[src/lmks_pkg.sv]
// ============================================================================
// lmks_pkg - learned matrix keypad scanner shared definitions
// Types, sizes and helper functions used by the scanner core, the pair
// table and the top level.
// ============================================================================
package lmks_pkg;

    localparam int MAX_PINS  = 7;
    localparam int KEY_COUNT = 12;

    localparam int PIN_W   = 3;   // pin index width
    localparam int KEY_W   = 4;   // layout position width
    localparam int LEVEL_W = 7;   // sampled pin levels
    localparam int CHAR_W  = 7;   // ASCII character
    localparam int ENTRY_W = 7;   // valid + read pin + drive pin

    localparam int ENTRY_VALID_BIT = 6;

    localparam logic [KEY_W-1:0] KEY_LAST = KEY_W'(KEY_COUNT - 1);
    localparam logic [PIN_W-1:0] PIN_MIN  = PIN_W'(2);
    localparam logic [PIN_W-1:0] PIN_MAX  = PIN_W'(MAX_PINS);

    typedef enum logic [1:0] {
        PH_SCAN  = 2'd0,
        PH_SWEEP = 2'd1,
        PH_LWAIT = 2'd2,
        PH_SWAIT = 2'd3
    } t_phase;

    typedef logic [ENTRY_W-1:0] t_entry;

    typedef struct packed {
        logic             wr_en;
        logic [KEY_W-1:0] wr_addr;
        t_entry           wr_data;
        logic [KEY_W-1:0] rd_addr;
    } t_tbl_req;

    typedef struct packed {
        logic [PIN_W-1:0]  drive_line;
        logic              drive_enable;
        logic              key_valid;
        logic [KEY_W-1:0]  key_number;
        logic [CHAR_W-1:0] key_char;
        logic              learning;
        logic [KEY_W-1:0]  prompt_key;
    } t_result;

    // Pin count clamped into the usable range
    function automatic logic [PIN_W-1:0] eff_count(input logic [PIN_W-1:0] pin_count);
        logic [PIN_W-1:0] c;
        c = pin_count;
        if (c < PIN_MIN) c = PIN_MIN;
        if (c > PIN_MAX) c = PIN_MAX;
        return c;
    endfunction

    // Pin at or beyond index 7 never reads low
    function automatic logic reads_low(input logic [LEVEL_W-1:0] lv,
                                       input logic [PIN_W-1:0] idx);
        logic [7:0] ext;
        ext = {1'b1, lv};
        return !ext[idx];
    endfunction

    function automatic logic entry_ok(input t_entry e, input logic [PIN_W-1:0] pc);
        return e[ENTRY_VALID_BIT] && (e[5:3] < pc) && (e[2:0] < pc);
    endfunction

    // Layout order of a 3x4 phone keypad
    function automatic logic [CHAR_W-1:0] key_char_of(input logic [KEY_W-1:0] pos);
        logic [CHAR_W-1:0] ch;
        case (pos)
            4'd0:    ch = 7'h31;  // '1'
            4'd1:    ch = 7'h32;  // '2'
            4'd2:    ch = 7'h33;  // '3'
            4'd3:    ch = 7'h34;  // '4'
            4'd4:    ch = 7'h35;  // '5'
            4'd5:    ch = 7'h36;  // '6'
            4'd6:    ch = 7'h37;  // '7'
            4'd7:    ch = 7'h38;  // '8'
            4'd8:    ch = 7'h39;  // '9'
            4'd9:    ch = 7'h2A;  // '*'
            4'd10:   ch = 7'h30;  // '0'
            4'd11:   ch = 7'h23;  // '#'
            default: ch = '0;
        endcase
        return ch;
    endfunction

endpackage

[src/lmks_pair_table.sv]
// ============================================================================
// lmks_pair_table - learned read/drive pair per key position
// Twelve entries with valid flags cleared at reset, one write port, one
// read port with write forwarding, and a copy of the entry at key_pos.
// ============================================================================
module lmks_pair_table (
    input  logic                 i_clk,
    input  logic                 i_rst_n,
    input  logic                 i_step,
    input  lmks_pkg::t_tbl_req   i_req,
    output lmks_pkg::t_entry     o_rd_entry,   // entry at rd_addr, this cycle
    output lmks_pkg::t_entry     o_cur_entry   // entry at the current key_pos
);
    import lmks_pkg::*;

    t_entry               r_mem [KEY_COUNT];
    logic [KEY_COUNT-1:0] r_valid;
    t_entry               r_cur_entry;
    t_entry               n_rd_entry;

    always_comb begin
        n_rd_entry = '0;
        if (i_req.wr_en && (i_req.wr_addr == i_req.rd_addr)) begin
            n_rd_entry = i_req.wr_data;
        end else if ((i_req.rd_addr < KEY_W'(KEY_COUNT)) && r_valid[i_req.rd_addr]) begin
            n_rd_entry = r_mem[i_req.rd_addr];
        end
    end

    always_ff @(posedge i_clk) begin
        if (i_step && i_req.wr_en && (i_req.wr_addr < KEY_W'(KEY_COUNT))) begin
            r_mem[i_req.wr_addr] <= i_req.wr_data;
        end
    end

    always_ff @(posedge i_clk) begin
        if (!i_rst_n) begin
            r_valid     <= '0;
            r_cur_entry <= '0;
        end else if (i_step) begin
            if (i_req.wr_en && (i_req.wr_addr < KEY_W'(KEY_COUNT))) begin
                r_valid[i_req.wr_addr] <= 1'b1;
            end
            r_cur_entry <= n_rd_entry;
        end
    end

    assign o_rd_entry  = n_rd_entry;
    assign o_cur_entry = r_cur_entry;

endmodule

[src/lmks_core.sv]
// ============================================================================
// lmks_core - scan / learn sequencer
// Phase and position registers with the combinational step logic that turns
// one item into the next state and one result.
// ============================================================================
module lmks_core (
    input  logic                              i_clk,
    input  logic                              i_rst_n,
    input  logic                              i_step,
    input  logic                              i_op,
    input  logic [lmks_pkg::LEVEL_W-1:0]      i_pin_levels,
    input  logic [lmks_pkg::PIN_W-1:0]        i_pin_count,
    input  lmks_pkg::t_entry                  i_cur_entry,
    input  lmks_pkg::t_entry                  i_rd_entry,
    output lmks_pkg::t_tbl_req                o_req,
    output lmks_pkg::t_result                 o_result
);
    import lmks_pkg::*;

    t_phase           r_phase,      n_phase;
    logic [KEY_W-1:0] r_key_pos,    n_key_pos;
    logic [PIN_W-1:0] r_sweep_pos,  n_sweep_pos;
    logic [PIN_W-1:0] r_held_read,  n_held_read;
    logic [PIN_W-1:0] r_held_drive, n_held_drive;

    logic [PIN_W-1:0] pc;
    logic             found;
    logic [PIN_W-1:0] found_pin;
    t_result          step_res;

    always_ff @(posedge i_clk) begin
        if (!i_rst_n) begin
            r_phase      <= PH_SCAN;
            r_key_pos    <= '0;
            r_sweep_pos  <= '0;
            r_held_read  <= '0;
            r_held_drive <= '0;
        end else if (i_step) begin
            r_phase      <= n_phase;
            r_key_pos    <= n_key_pos;
            r_sweep_pos  <= n_sweep_pos;
            r_held_read  <= n_held_read;
            r_held_drive <= n_held_drive;
        end
    end

    assign pc = eff_count(i_pin_count);

    // lowest pressed pin other than the swept one
    always_comb begin
        found     = 1'b0;
        found_pin = '0;
        if (r_sweep_pos < pc) begin
            for (int i = 0; i < LEVEL_W; i++) begin
                if (!found && (PIN_W'(i) < pc) && (PIN_W'(i) != r_sweep_pos)
                    && !i_pin_levels[i]) begin
                    found     = 1'b1;
                    found_pin = PIN_W'(i);
                end
            end
        end
    end

    always_comb begin
        n_phase      = r_phase;
        n_key_pos    = r_key_pos;
        n_sweep_pos  = r_sweep_pos;
        n_held_read  = r_held_read;
        n_held_drive = r_held_drive;
        o_req        = '0;
        step_res     = '0;

        if (i_op) begin
            n_phase     = PH_SWEEP;
            n_key_pos   = '0;
            n_sweep_pos = '0;
        end else begin
            case (r_phase)
                PH_SCAN: begin
                    if (entry_ok(i_cur_entry, pc) && reads_low(i_pin_levels, i_cur_entry[5:3]))
                    begin
                        n_held_read  = i_cur_entry[5:3];
                        n_held_drive = i_cur_entry[2:0];
                        n_phase      = PH_SWAIT;
                    end else begin
                        n_key_pos = (r_key_pos >= KEY_LAST) ? '0 : r_key_pos + 1'b1;
                    end
                end
                PH_SWAIT: begin
                    if (!reads_low(i_pin_levels, r_held_read)) begin
                        step_res.key_valid  = 1'b1;
                        step_res.key_number = r_key_pos;
                        step_res.key_char   = key_char_of(r_key_pos);
                        n_key_pos           = '0;
                        n_phase             = PH_SCAN;
                    end
                end
                PH_SWEEP: begin
                    if (found) begin
                        o_req.wr_en   = 1'b1;
                        o_req.wr_addr = r_key_pos;
                        o_req.wr_data = {1'b1, found_pin, r_sweep_pos};
                        n_held_read   = found_pin;
                        n_held_drive  = r_sweep_pos;
                        n_phase       = PH_LWAIT;
                    end else if (({1'b0, r_sweep_pos} + 1'b1) >= {1'b0, pc}) begin
                        n_sweep_pos = '0;
                    end else begin
                        n_sweep_pos = r_sweep_pos + 1'b1;
                    end
                end
                PH_LWAIT: begin
                    if (!reads_low(i_pin_levels, r_held_read)) begin
                        if (r_key_pos >= KEY_LAST) begin
                            n_key_pos = '0;
                            n_phase   = PH_SCAN;
                        end else begin
                            n_key_pos   = r_key_pos + 1'b1;
                            n_sweep_pos = '0;
                            n_phase     = PH_SWEEP;
                        end
                    end
                end
                default: n_phase = PH_SCAN;
            endcase
        end

        // entry for the position scanned next comes straight from the table
        o_req.rd_addr = n_key_pos;
    end

    // drive line and prompt for the next tick
    always_comb begin
        o_result = step_res;

        case (n_phase)
            PH_SCAN: begin
                if (entry_ok(i_rd_entry, pc)) begin
                    o_result.drive_line   = i_rd_entry[2:0];
                    o_result.drive_enable = 1'b1;
                end
            end
            PH_SWEEP: begin
                if (n_sweep_pos < pc) begin
                    o_result.drive_line   = n_sweep_pos;
                    o_result.drive_enable = 1'b1;
                end
            end
            default: begin
                if (n_held_drive < pc) begin
                    o_result.drive_line   = n_held_drive;
                    o_result.drive_enable = 1'b1;
                end
            end
        endcase

        if ((n_phase == PH_SWEEP) || (n_phase == PH_LWAIT)) begin
            o_result.learning   = 1'b1;
            o_result.prompt_key = n_key_pos;
        end
    end

endmodule

[src/learned_matrix_keypad_scanner.sv]
// ============================================================================
// learned_matrix_keypad_scanner - keypad scanner with learned pin mapping
// Learns which read/drive pin pair belongs to each of twelve keys, then
// scans those pairs one per tick and reports each key on release.
// ============================================================================
//
//  channel  | handshake          | payload
//  ---------+--------------------+---------------------------------------------
//  in       | i_valid / o_stall  | i_op, i_pin_levels
//  out      | o_valid / i_stall  | o_drive_line, o_drive_enable, o_key_valid,
//           |                    | o_key_number, o_key_char, o_learning,
//           |                    | o_prompt_key
//  config   | APB, pready tied 1 | pin_count at every byte address
//
//  One item per clock while i_stall is low; each item passes the input
//  register, then the step logic and a table read into the result register.
//  The step through the phase logic and the 12-entry pair table read sets
//  the cycle time.
//  Synchronous active-low reset: scan phase, position zero, all pairs
//  invalid, pin_count 7. No clearing pass.
//  A stalled result holds; the input register still fills behind it, and
//  o_stall rises only when both stages are full.
// ============================================================================
module learned_matrix_keypad_scanner (
    input  logic                               i_clk,
    input  logic                               i_rst_n,
    // input items
    input  logic                               i_valid,
    output logic                               o_stall,
    input  logic                               i_op,
    input  logic [lmks_pkg::LEVEL_W-1:0]       i_pin_levels,
    // result items
    output logic                               o_valid,
    input  logic                               i_stall,
    output logic [lmks_pkg::PIN_W-1:0]         o_drive_line,
    output logic                               o_drive_enable,
    output logic                               o_key_valid,
    output logic [lmks_pkg::KEY_W-1:0]         o_key_number,
    output logic [lmks_pkg::CHAR_W-1:0]        o_key_char,
    output logic                               o_learning,
    output logic [lmks_pkg::KEY_W-1:0]         o_prompt_key,
    // configuration
    input  logic                               psel,
    input  logic                               penable,
    input  logic                               pwrite,
    input  logic [1:0]                         paddr,
    input  logic [31:0]                        pwdata,
    output logic [31:0]                        prdata,
    output logic                               pready
);
    import lmks_pkg::*;

    // configuration
    logic [PIN_W-1:0]   r_pin_count;

    // input register
    logic               r_in_valid;
    logic               r_in_op;
    logic [LEVEL_W-1:0] r_in_levels;

    // result register
    logic               r_out_valid;
    t_result            r_out;

    logic               out_free;
    logic               step;
    logic               in_accept;

    t_tbl_req           tbl_req;
    t_entry             rd_entry;
    t_entry             cur_entry;
    t_result            step_result;

    // ---- APB: one register, every address in the word maps to it ----
    assign pready = 1'b1;
    assign prdata = {{(32 - PIN_W){1'b0}}, r_pin_count};

    always_ff @(posedge i_clk) begin
        if (!i_rst_n) begin
            r_pin_count <= PIN_W'(7);
        end else if (psel && penable && pwrite && pready && (paddr[1:0] <= 2'd3)) begin
            r_pin_count <= pwdata[PIN_W-1:0];
        end
    end

    // ---- two-stage flow control ----
    assign out_free  = !r_out_valid || !i_stall;
    assign step      = r_in_valid && out_free;
    assign o_stall   = r_in_valid && !out_free;
    assign in_accept = i_valid && !o_stall;

    always_ff @(posedge i_clk) begin
        if (!i_rst_n) begin
            r_in_valid  <= 1'b0;
            r_out_valid <= 1'b0;
        end else begin
            if (in_accept) begin
                r_in_valid <= 1'b1;
            end else if (step) begin
                r_in_valid <= 1'b0;
            end
            if (step) begin
                r_out_valid <= 1'b1;
            end else if (!i_stall) begin
                r_out_valid <= 1'b0;
            end
        end
    end

    // payload registers, no reset
    always_ff @(posedge i_clk) begin
        if (in_accept) begin
            r_in_op     <= i_op;
            r_in_levels <= i_pin_levels;
        end
        if (step) begin
            r_out <= step_result;
        end
    end

    lmks_core u_core (
        .i_clk        (i_clk),
        .i_rst_n      (i_rst_n),
        .i_step       (step),
        .i_op         (r_in_op),
        .i_pin_levels (r_in_levels),
        .i_pin_count  (r_pin_count),
        .i_cur_entry  (cur_entry),
        .i_rd_entry   (rd_entry),
        .o_req        (tbl_req),
        .o_result     (step_result)
    );

    lmks_pair_table u_table (
        .i_clk       (i_clk),
        .i_rst_n     (i_rst_n),
        .i_step      (step),
        .i_req       (tbl_req),
        .o_rd_entry  (rd_entry),
        .o_cur_entry (cur_entry)
    );

    assign o_valid        = r_out_valid;
    assign o_drive_line   = r_out.drive_line;
    assign o_drive_enable = r_out.drive_enable;
    assign o_key_valid    = r_out.key_valid;
    assign o_key_number   = r_out.key_number;
    assign o_key_char     = r_out.key_char;
    assign o_learning     = r_out.learning;
    assign o_prompt_key   = r_out.prompt_key;

`ifndef ASSERT_OFF
    // a key is only reported from scanning
    a_report_not_learning: assert property (@(posedge i_clk) disable iff (!i_rst_n)
        (o_valid && o_key_valid) |-> !o_learning)
        else $error("key reported while learning");

    // reported position lies inside the layout
    a_key_in_range: assert property (@(posedge i_clk) disable iff (!i_rst_n)
        (o_valid && o_key_valid) |-> (o_key_number <= KEY_LAST))
        else $error("key number out of range");

    // a learn start always yields a learning result at position zero
    a_learn_start: assert property (@(posedge i_clk) disable iff (!i_rst_n)
        (step && r_in_op) |=> (o_valid && o_learning && (o_prompt_key == '0)))
        else $error("learn start not seen at output");

    // unused drive line is zero
    a_drive_idle: assert property (@(posedge i_clk) disable iff (!i_rst_n)
        (o_valid && !o_drive_enable) |-> (o_drive_line == '0))
        else $error("drive line set while not driving");
`endif

endmodule
[config.mk]
export PLATFORM = sky130hd
export DESIGN_NAME = learned_matrix_keypad_scanner
export DESIGN_NICKNAME = d
export VERILOG_FILES = /design/src/lmks_pkg.sv /design/src/lmks_pair_table.sv /design/src/lmks_core.sv /design/src/learned_matrix_keypad_scanner.sv
export SDC_FILE = /design/constraint.sdc
export NUM_CORES = 1
export LEC_CHECK = 0
export BUFFER_PORTS_ARGS = -buffer_cell sky130_fd_sc_hd__buf_2
export CAP_MARGIN = 20
export CORE_AREA = 2 2 97 170
export DETAILED_ROUTE_END_ITERATION = 10
export DIE_AREA = 0 0 99 172
export PLACE_DENSITY = 0.76
export RECOVER_POWER = 25
export REMOVE_ABC_BUFFERS = 1
export SYNTH_ARGS = -nofsm -noshare
export SYNTH_HDL_FRONTEND = slang
export SYNTH_HIERARCHICAL = 1
export SYNTH_SLANG_ARGS = --single-unit
[constraint.sdc]
create_clock -name i_clk -period 4.8 [get_ports i_clk]
set_input_delay 0.48 -clock i_clk [delete_from_list [all_inputs] [get_ports i_clk]]
set_output_delay 0.48 -clock i_clk [all_outputs]
set_load 0.05 [all_outputs]
; ---- Word level (Yosys, flattened, before mapping)
; Memory sizes are Yosys's and may differ from the RTL's. A register that Yosys moved wholly into a read port is not among the register bits.
; Cells that the tools add are included.
[classes]
n_shift = 0
n_lt_le_gt_ge = 26
addsub = 3
div_mod_pow = 0
mul = 0
bitwise_logic = 4
n_eq_ne = 15
reduce_logical = 66
muxes = 76
[op_table]
columns = operator, n
row1 = 2-to-1 mux 12 bit, 4
row2 = 2-to-1 mux 3 bit, 16
row3 = 2-to-1 mux 4 bit, 10
row4 = logical AND 1 bit, 37
row5 = 2-to-1 mux 1 bit, 26
row6 = < comparator 3 bit, 7
row7 = zero test 1 bit, 18
row8 = one-hot mux 3 bit (2 select lines), 3
row9 = 2-to-1 mux 2 bit, 7
row10 = 2-to-1 mux 7 bit, 2
row11 = bitwise OR 12 bit, 1
row12 = one-hot mux 4 bit (3 select lines), 1
row13 = "< comparator 4 x 5 -> 1 bit, second input constant", 2
row14 = "< comparator 3 bit, first input constant", 3
row15 = "!= test 3 bit, first input constant", 3
row16 = "< comparator 3 x 4 -> 1 bit, second input constant", 2
row17 = "< comparator 4 bit, second input constant", 2
row18 = one-hot mux 2 bit (4 select lines), 1
row19 = one-hot mux 4 bit (2 select lines), 1
row20 = binary-select mux 1 bit (select 3 bit), 2
row21 = "equality test 2 bit, second input constant", 3
row22 = "< comparator 1 x 3 -> 1 bit, first input constant", 2
row23 = "< comparator 2 x 3 -> 1 bit, first input constant", 2
row24 = "!= test 2 x 1 -> 1 bit, second input constant", 3
row25 = 25 further kinds, 32
[word_totals]
wordCells = 211
inputBits = 49
mem_count = 2
romBits = 96
latchBits = 0
output_inout_bits = 56
ramBits = 84
reg_bits = 68
[memory_table]
columns = memory, depth, width, read_ports, rd_clocked_by_memory_dff, write_ports, line_no
row1 = (name not given), 16, 6, 1, 1, 0, lmks_pkg.sv:73  ; case (pos)
row2 = u_table.r_mem, 12, 7, 1, 0, 1, lmks_pair_table.sv:16  ; t_entry r_mem [KEY_COUNT];

; ---- Longest topological paths before layout
; Gate-level depths: netlist (run 1).
[depth]
ltp_word = 56
depth_mapped = 23
ltp_nobuf = 21

; ---- Cells and area by module
; Netlist (run 1), hierarchy kept.
[by_module_without_submodules]
columns = module, cells_per_inst, seq_area_each_um2, area_per_inst_um2, n_inst
row1 = lmks_pair_table, 289, 2902.8, 4204.0, 1
row2 = lmks_core, 330, 420.4, 2635.0, 1
row3 = learned_matrix_keypad_scanner, 82, 970.9, 1311.3, 1

; ---- Worst setup path after synthesis (run 1)
; No wires, ideal clock.
[synth_path]
path_kind = reg-to-reg
from = register r_pin_count[2]
to = register r_out, in the netlist o_drive_enable, data pin
synth_period_minus_slack_ns = 5.102
arrival_ns = 4.839
path_buffers = 0
path_slack_ns = -0.302
setup_time_ns = 0.263
path_stages_with_launch = 20
path_cell_list = dfxtp_1 bufinv_8 nor2_1 ha_1 a21oi_1 o221ai_1 nor4_2 or3_1 o21ai_1 a21oi_1 and2b_1 a22oi_1 o2bb2ai_1 or3_1 nand2_1 ha_1 o21a_1 o21ai_0 and3_2 a2111o_1
[synth_rtl]
columns = item, line_no
row1 = start: declaration, learned_matrix_keypad_scanner.sv:54  ; logic [PIN_W-1:0] r_pin_count;
row2 = start signal: assignment, learned_matrix_keypad_scanner.sv:82  ; r_pin_count <= pwdata[PIN_W-1:0];
row3 = end signal: assignment, learned_matrix_keypad_scanner.sv:117  ; r_out <= step_result;
row4 = end: declaration, learned_matrix_keypad_scanner.sv:63  ; t_result r_out;

==> results of run 1 <==
==> repair_timing <==
action | 4_1_cts | 5_1_grt
hold buffers | 0 | 0
buffers inserted | 2 | 9
setup endpoints to repair | 4 | 4
gates resized for setup | 7 | 46
pin swaps | 4 | 17
==> final timing paths <==
path,startpoint,endpoint,slack (ns)
setup / recovery,r_pin_count[2],o_drive_enable,0.08
setup reg to reg,r_pin_count[2],o_drive_enable,0.08
hold / removal,i_pin_levels[2],r_in_levels[2],0.24
hold reg to reg,u_table/r_valid[0],u_table/r_valid[0],0.47
==> synthesized netlist by cell type (all sizes together), types with 6 or more instances <==
master	instances
edfxtp	113
mux2i	51
nand2	47
buf	46
nor2	46
dfxtp	45
ha	31
inv	27
o21ai	26
a21oi	23
a31oi	17
and2	17
o21a	16
nand3	14
nor3	13
nand4	12
a211oi	11
clkbuf	10
nor2b	10
a22oi	9
and3	9
o22ai	8
mux2	7
nand2b	6
==> layout make-up <==
cell class | count | area (um^2) | area share
repair buffers | 126 | 829.5 | 0.08495
well taps | 189 | 236.5 | 0.02422
clock buffers | 17 | 425.4 | 0.04356
flip-flops and latches | 158 | 4295 | 0.4398
inverters | 28 | 121.4 | 0.01243
clock inverters | 15 | 185.2 | 0.01896
multi-input cells | 487 | 3672 | 0.3760
==> state kept, by name, indices dropped and copies added (netlist names), named ones only <==
name / count
o_valid: 1
u_table/o_cur_entry: 7
r_in_op: 1
o_prompt_key: 4
u_core/r_phase: 2
u_table/r_mem: 84
o_drive_line: 3
o_key_char: 7
u_core/r_sweep_pos: 3
o_drive_enable: 1
u_core/r_held_drive: 3
o_key_number: 4
o_learning: 1
r_in_valid: 1
r_pin_count: 3
u_core/r_held_read: 3
r_in_levels: 7
o_key_valid: 1
u_core/r_key_pos: 4
u_table/r_valid: 12
==> critical path: stages (launching register included) <==
cell and delay, ns:
dfxtp_2 0.33, bufinv_8 0.17, buf_4 0.14, ha_1 0.29, nand2_1 0.10, a21oi_4 0.22
nor4_2 0.07, buf_4 0.16, or3_1 0.39, buf_4 0.17, o21ai_2 0.16, a21oi_2 0.08
buf_6 0.17, buf_6 0.13, nor2_1 0.33, a22oi_2 0.12, a31oi_2 0.21, or3_4 0.18
nand2_2 0.06, ha_1 0.28, o21a_1 0.11, o21ai_0 0.08, and3_4 0.19, a2111o_1 0.33
==> metrics by stage <==
| step | utilization | TNS [ns] |
|---|---|---|
| floorplan | - | -56.25 |
| global placement | 0.5674 | -0.04863 |
| detailed placement | 0.5674 | -0.4346 |
| CTS | 0.6101 | 0 |
| global route | 0.6242 | -0.1373 |
| finish | 0.6242 | 0 |
==> kinds of logic after synthesis <==
group | count (synthesis)
flip-flops | 158
adder cells (fa/ha/maj) | 32
AND/OR/NAND/NOR | 195
AO/OA/AOI/OAI | 165
buffers and inverters | 84
multiplexers | 60
XOR/XNOR | 4
other | 3
==> layer usage <==
metal / track usage / vias up
met4: 0.1358 / 0
met5: 0 / -
li1: - / 2832
met3: 0.03638 / 73
met1: 0.2334 / 3044
met2: 0.4683 / 249
==> power groups by stage <==
stage / logic (mW) / registers, mW / clock network (mW)
3_3_place_gp: 0.393 / 1.52 / 0
6_report: 0.437 / 1.49 / 1.35
5_1_grt: 0.465 / 1.50 / 1.43
3_5_place_dp: 0.401 / 1.52 / 0
2_1_floorplan: 0.232 / 1.55 / 0
4_1_cts: 0.408 / 1.49 / 1.37
==> metrics.yaml, run 1 <==
route:
  post_drt_wl_per_cell_um: 20.70
  wl_met3_um: 877
  wirelength_um: 21120
  dr_total_vias: 6198
  wl_met1_um: 7176
  highest_layer: "met4"
  first_pass_iters: 5
  dr_wl_met2_um: 11930
  viasPerCell: 6.076
  route.detailed.drc: 0
  detail-route-antenna-nets: 0
  initialDrtViolationCount: 433
layout:
  fin_area_um2: 9766
  layout_commonest_cell: "edfxtp_1"
  fin_nets: 898
  drive_above_1_share: 0.2371
  antenna_cells: 0
  stdcell_count: 1020
  most-common-layout-cells: "edfxtp_1 (113), buf_4 (71), mux2i_1 (50)"
  fillCellCount: 1171
  area_delta_synth_final_pct: 19.82
timing:
  finalHoldViolations: 0
  post-route-period-util: 0.9831
  maxSlewHeadroom: 0.1168
  tightest_slew_ns: 1.325
  fin_hold_ws_ns: 0.2361
  max_freq_ghz: 0.2119
  fin_crit_ns: 4.719
  fin_ws_ns: 0.08126
  skew_ns: 0.01132
  finalSetupViolations: 0
  final_max_slew_viol_count: 0
clock_tree:
  htreeDepth: 4
  insertion_delay_ns: 0.43
  numCtsBuffers: 17
  cts_tree: "yes"
  cts_sinks: 158
  cts-root-buf: "clkbuf_16"
  clk_pin_slew_worst_paths_ns: 0.07
  clk_path_buf_depth: 2
floorplanning:
  dieHeight_um: 172
  core_area_um2: 15650
  fp.dieW_um: 99
  dieArea_um2: 17030
  io_pins: 105
  rows: 61
  initial_core_util: 0.5209
flow_run:
  max_cap_viol_count: 0
logic_synthesis:
  synth_fa_ha_area_frac: 0.04897
  netlist_instances: 701
  synth_flop_cell: "edfxtp_1"
  synth_mux_area_frac: 0.07783
  yosys_warnings: 6
  synth_area_per_cell_um2: 11.63
  synth_area_leader_cell: "edfxtp_1"
  netlist_area_um2: 8150
  ys_top_cells_by_area: "edfxtp_1 (42%), dfxtp_1 (11%), mux2i_1 (6.3%)"
  ys_types: 84
  ys_ff_latch: 158
  synth_top_family_by_area: "compound AO/OA/AOI/OAI gates"
  synthXorXnorAreaFrac: 0.004298
  async_reset_ff_frac: 0
  synth_top_area_share: 0.4163
  synthSimpleGateAreaFrac: 0.1243
  synth_compound_area_frac: 0.1518
  synth-edff-count: 113
  ys_seq_area_frac: 0.5269
place:
  place_inst: 977
  pre_cts_ws_ns: -0.1577
  dpl_cell_area_um2: 8877
  gp_congestion: 0.9393
  dp.final_hpwl_um: 15160
  placement.io_buffers: 43
pwr:
  p_leak_nw: 3.598
  irDropWorstVdd_uv: 309.1
  p_int_mw: 2.339
  power_frac_comb: 0.133
  powerDensity_nw_per_um2: 335.8
  p_sw_mw: 0.9404
  p_clk_frac: 0.411
  p_sw_frac: 0.2867
  pwr-share-seq: 0.455
  p_total_mw: 3.280
worst_setup_path:
  start_kind: "flip-flop"
  reg2reg_depth: 23
  end_kind: "flip-flop"
  crit_required_ns: 4.98
  worstPathArrival_ns: 4.90
  cp_max_fo: 6
  worstSetupPathType: "flip-flop to flip-flop"
worst_hold_path:
  min_delay_path_depth: 1
  holdCritPathClass: "input pin to flip-flop"
global_route:
  track_usage: 0.2396
  grt-ovfl-total: 0
  grt_pass1_vias: 6127
  grt_pass1_wl_um: 31230
  antenna_found_initial: 0
  grt_max_degree: 30
status:
  status: "completed"
Note: power is estimated with default switching activity, not from simulation.
==> run 2: changes to the inputs <==
Settings changed: CORE_AREA 2 2 97 170 to 2 2 96 168, CTS_BUF_LIST set to sky130_fd_sc_hd__clkbuf_8, DIE_AREA 0 0 99 172 to 0 0 98 170, MAX_ROUTING_LAYER set to met4, PLACE_DENSITY 0.76 to 0.77.
==> run 2 against run 1 <==
Compared with the run above: routed wire length is 0.94% higher; the flow now finishes with violations (capacitance limit, slew limit); clock power is 26% lower; largest power group unchanged; critical path type unchanged; first-iteration DRC count is 11% higher; sequential power hardly changed.
==> metrics.yaml, run 2 (synthesis results as in run 1) <==
place:
  placement.io_buffers: 43  # unchanged
  gp_congestion: 0.9568  # +1.9%
  pre_cts_ws_ns: -0.1840  # -0.02627 ns
  dp.final_hpwl_um: 15370  # +1.4%
route:
  dr_total_vias: 6143  # -0.89%
  route.detailed.drc: 0  # unchanged
  initialDrtViolationCount: 482  # +11%
  post_drt_wl_per_cell_um: 20.82  # +0.55%
  first_pass_iters: 5  # unchanged
  detail-route-antenna-nets: 0  # unchanged
  wirelength_um: 21320  # +0.94%
  viasPerCell: 5.999  # -1.3%
worst_setup_path:
  start_kind: "flip-flop"
  crit_required_ns: 5.01  # +0.03 ns
  cp_max_fo: 6  # unchanged
  worstPathArrival_ns: 4.94  # +0.04 ns
  worstSetupPathType: "flip-flop to flip-flop"
  end_kind: "flip-flop"
layout:
  layout_commonest_cell: "edfxtp_1"
  largestRegisters: "u_table/r_mem x84, u_table/r_valid x12"
  antenna_cells: 0  # unchanged
  area_delta_synth_final_pct: 18.79
  regMostFlops: "u_table/r_mem"
  drive_above_1_share: 0.2518  # +0.01473
  largest_reg_flops: 84  # unchanged
  final_util: 0.6353  # +0.01115
  most-common-layout-cells: "edfxtp_1 (113), buf_4 (76), mux2i_1 (50)"
  fillCellCount: 1132  # -3.3%
  fin_nets: 905  # +0.78%
clock_tree:
  clk_pin_slew_worst_paths_ns: 0.10  # +0.03 ns
  insertion_delay_ns: 0.47  # +0.04 ns
  cts_hold_buf: 0  # unchanged
  cts_sinks: 158  # unchanged
  cts_tree: "yes"
  numCtsBuffers: 17  # unchanged
  clk_path_buf_depth: 2  # unchanged
  cts-root-buf: "clkbuf_8"
  htreeDepth: 4  # unchanged
timing:
  post-route-period-util: 0.9863  # +0.003207
  finalHoldViolations: 0  # unchanged
  fin_crit_ns: 4.734  # +0.01539 ns
  skew_ns: 0.01901  # +0.007697 ns
  maxSlewHeadroom: -1.047  # -1.163
  fin_ws_ns: 0.06587  # -0.01539 ns
  finalSetupViolations: 0  # unchanged
  tightest_slew_ns: 3.043  # +1.718 ns
  max_freq_ghz: 0.2112  # -0.33%
  final_max_slew_viol_count: 25  # +25
pwr:
  p_int_mw: 2.053  # -12%
  p_leak_nw: 3.566  # -0.90%
  pwr-share-seq: 0.504  # +0.049
  p_clk_frac: 0.338  # -0.073
  p_sw_frac: 0.3069  # +0.02021
  power_frac_comb: 0.158  # +0.025
  powerDensity_nw_per_um2: 306.0  # -8.9%
  irDropWorstVdd_uv: 217.4  # -30%
  p_sw_mw: 0.9094  # -3.3%
global_route:
  grt-ovfl-total: 0  # unchanged
  antenna_found_initial: 0  # unchanged
  grt_pass1_wl_um: 32530  # +4.2%
  grt_max_degree: 31  # +3.3%
  track_usage: 0.2610  # +0.02133
  grt_pass1_vias: 6135  # +0.13%
floorplanning:
  io_pins: 105  # unchanged
  dieHeight_um: 170  # -1.2%
  initial_core_util: 0.5348  # +0.01390
  rows: 60  # -1.6%
  core_area_um2: 15240  # -2.6%
  dieArea_um2: 16660  # -2.2%
  fp.dieW_um: 98  # -1.0%
flow_run:
  max_cap_viol_count: 1  # +1
worst_hold_path:
  holdCritPathClass: "input pin to flip-flop"
status:
  status: "complete, but fails checks"
  violations: "capacitance limit, slew limit"
run 2: changes by cell type in the layout (fill, tap and decap cells not counted), sizes merged:
cell / before / now
inv: 35 / 37
clkinv: 6 / 4
buf: 94 / 104
clkbuf: 49 / 46
run 2: final cells by class:
| type | count | area [um^2] | area share |
|---|---|---|---|
| clock buffer | 17 | 234.0 | 0.02417 |
| clock inverter | 15 | 180.2 | 0.01861 |
| inverter | 28 | 121.4 | 0.01254 |
| multi-input combinational | 487 | 3654 | 0.3774 |
| sequential | 158 | 4297 | 0.4438 |
| tap | 186 | 232.7 | 0.02404 |
| timing repair buffer | 133 | 963.4 | 0.09951 |
run 2: layer usage:
metal / track usage / wire length, um
met1: 0.2528 / 7168
met2: 0.4887 / 12040
met3: 0.03778 / 854
met4: 0.1455 / 1258
met5: - / 0
run 2: path summary, 6_finish.rpt:
check                         startpoint                  end  slack, ns  depth (start not counted)
setup / recovery  u_table/o_cur_entry[5]       o_drive_enable       0.07                         18
hold / removal           i_pin_levels[6]       r_in_levels[6]       0.19                          1
setup reg to reg  u_table/o_cur_entry[5]       o_drive_enable       0.07                         18
hold reg to reg      u_table/r_valid[10]  u_table/r_valid[10]       0.47                          1
run 2: worst max-delay path, cell delays in order, from the launching register on:
cell and delay [ns]:
dfxtp_2 0.39, mux2_1 0.35, mux4_2 0.55, o31ai_4 0.36, a21oi_2 0.17, o21ai_2 0.24
nor2_4 0.09, buf_12 0.18, clkbuf_16 0.15, nand2b_2 0.25, o22ai_1 0.23, a31oi_2 0.08
or3_4 0.41, nand2_4 0.08, ha_1 0.14, o21a_1 0.14, o21ai_0 0.11, and3_4 0.22
a2111o_1 0.35
run 2: power groups by stage:
| stage | Combinational [mW] | Clock [mW] | Sequential (mW) |
|---|---|---|---|
| after detailed placement | 0.408 | 0 | 1.52 |
| after global routing | 0.491 | 1.07 | 1.50 |
| after floorplan | 0.232 | 0 | 1.55 |
| final | 0.467 | 1.00 | 1.49 |
| after global placement | 0.396 | 0 | 1.52 |
| after CTS | 0.427 | 1.01 | 1.49 |
run 2: per-stage QoR:
stage	std cells	power [mW]	area (um^2)	hold slack (ns)	setup TNS, ns
2_1_floorplan	673	1.784	7851	0.4352	-56.25
3_3_place_gp	976	1.917	8901	0.4423	-0.01096
3_5_place_dp	976	1.930	8901	0.4501	-0.5240
4_1_cts	1016	2.931	9484	0.1630	0
5_1_grt	1024	3.054	9682	0.1690	-0.01739
6_report	1024	2.963	9682	0.1855	0
run 2: timing repair:
| item | in CTS | in global routing |
|---|---|---|
| pin swaps | 5 | 17 |
| buffers inserted | 7 | 7 |
| endpoints found under the setup margin | 4 | 4 |
| resized for setup | 22 | 35 |
| gates cloned | 1 | 1 |
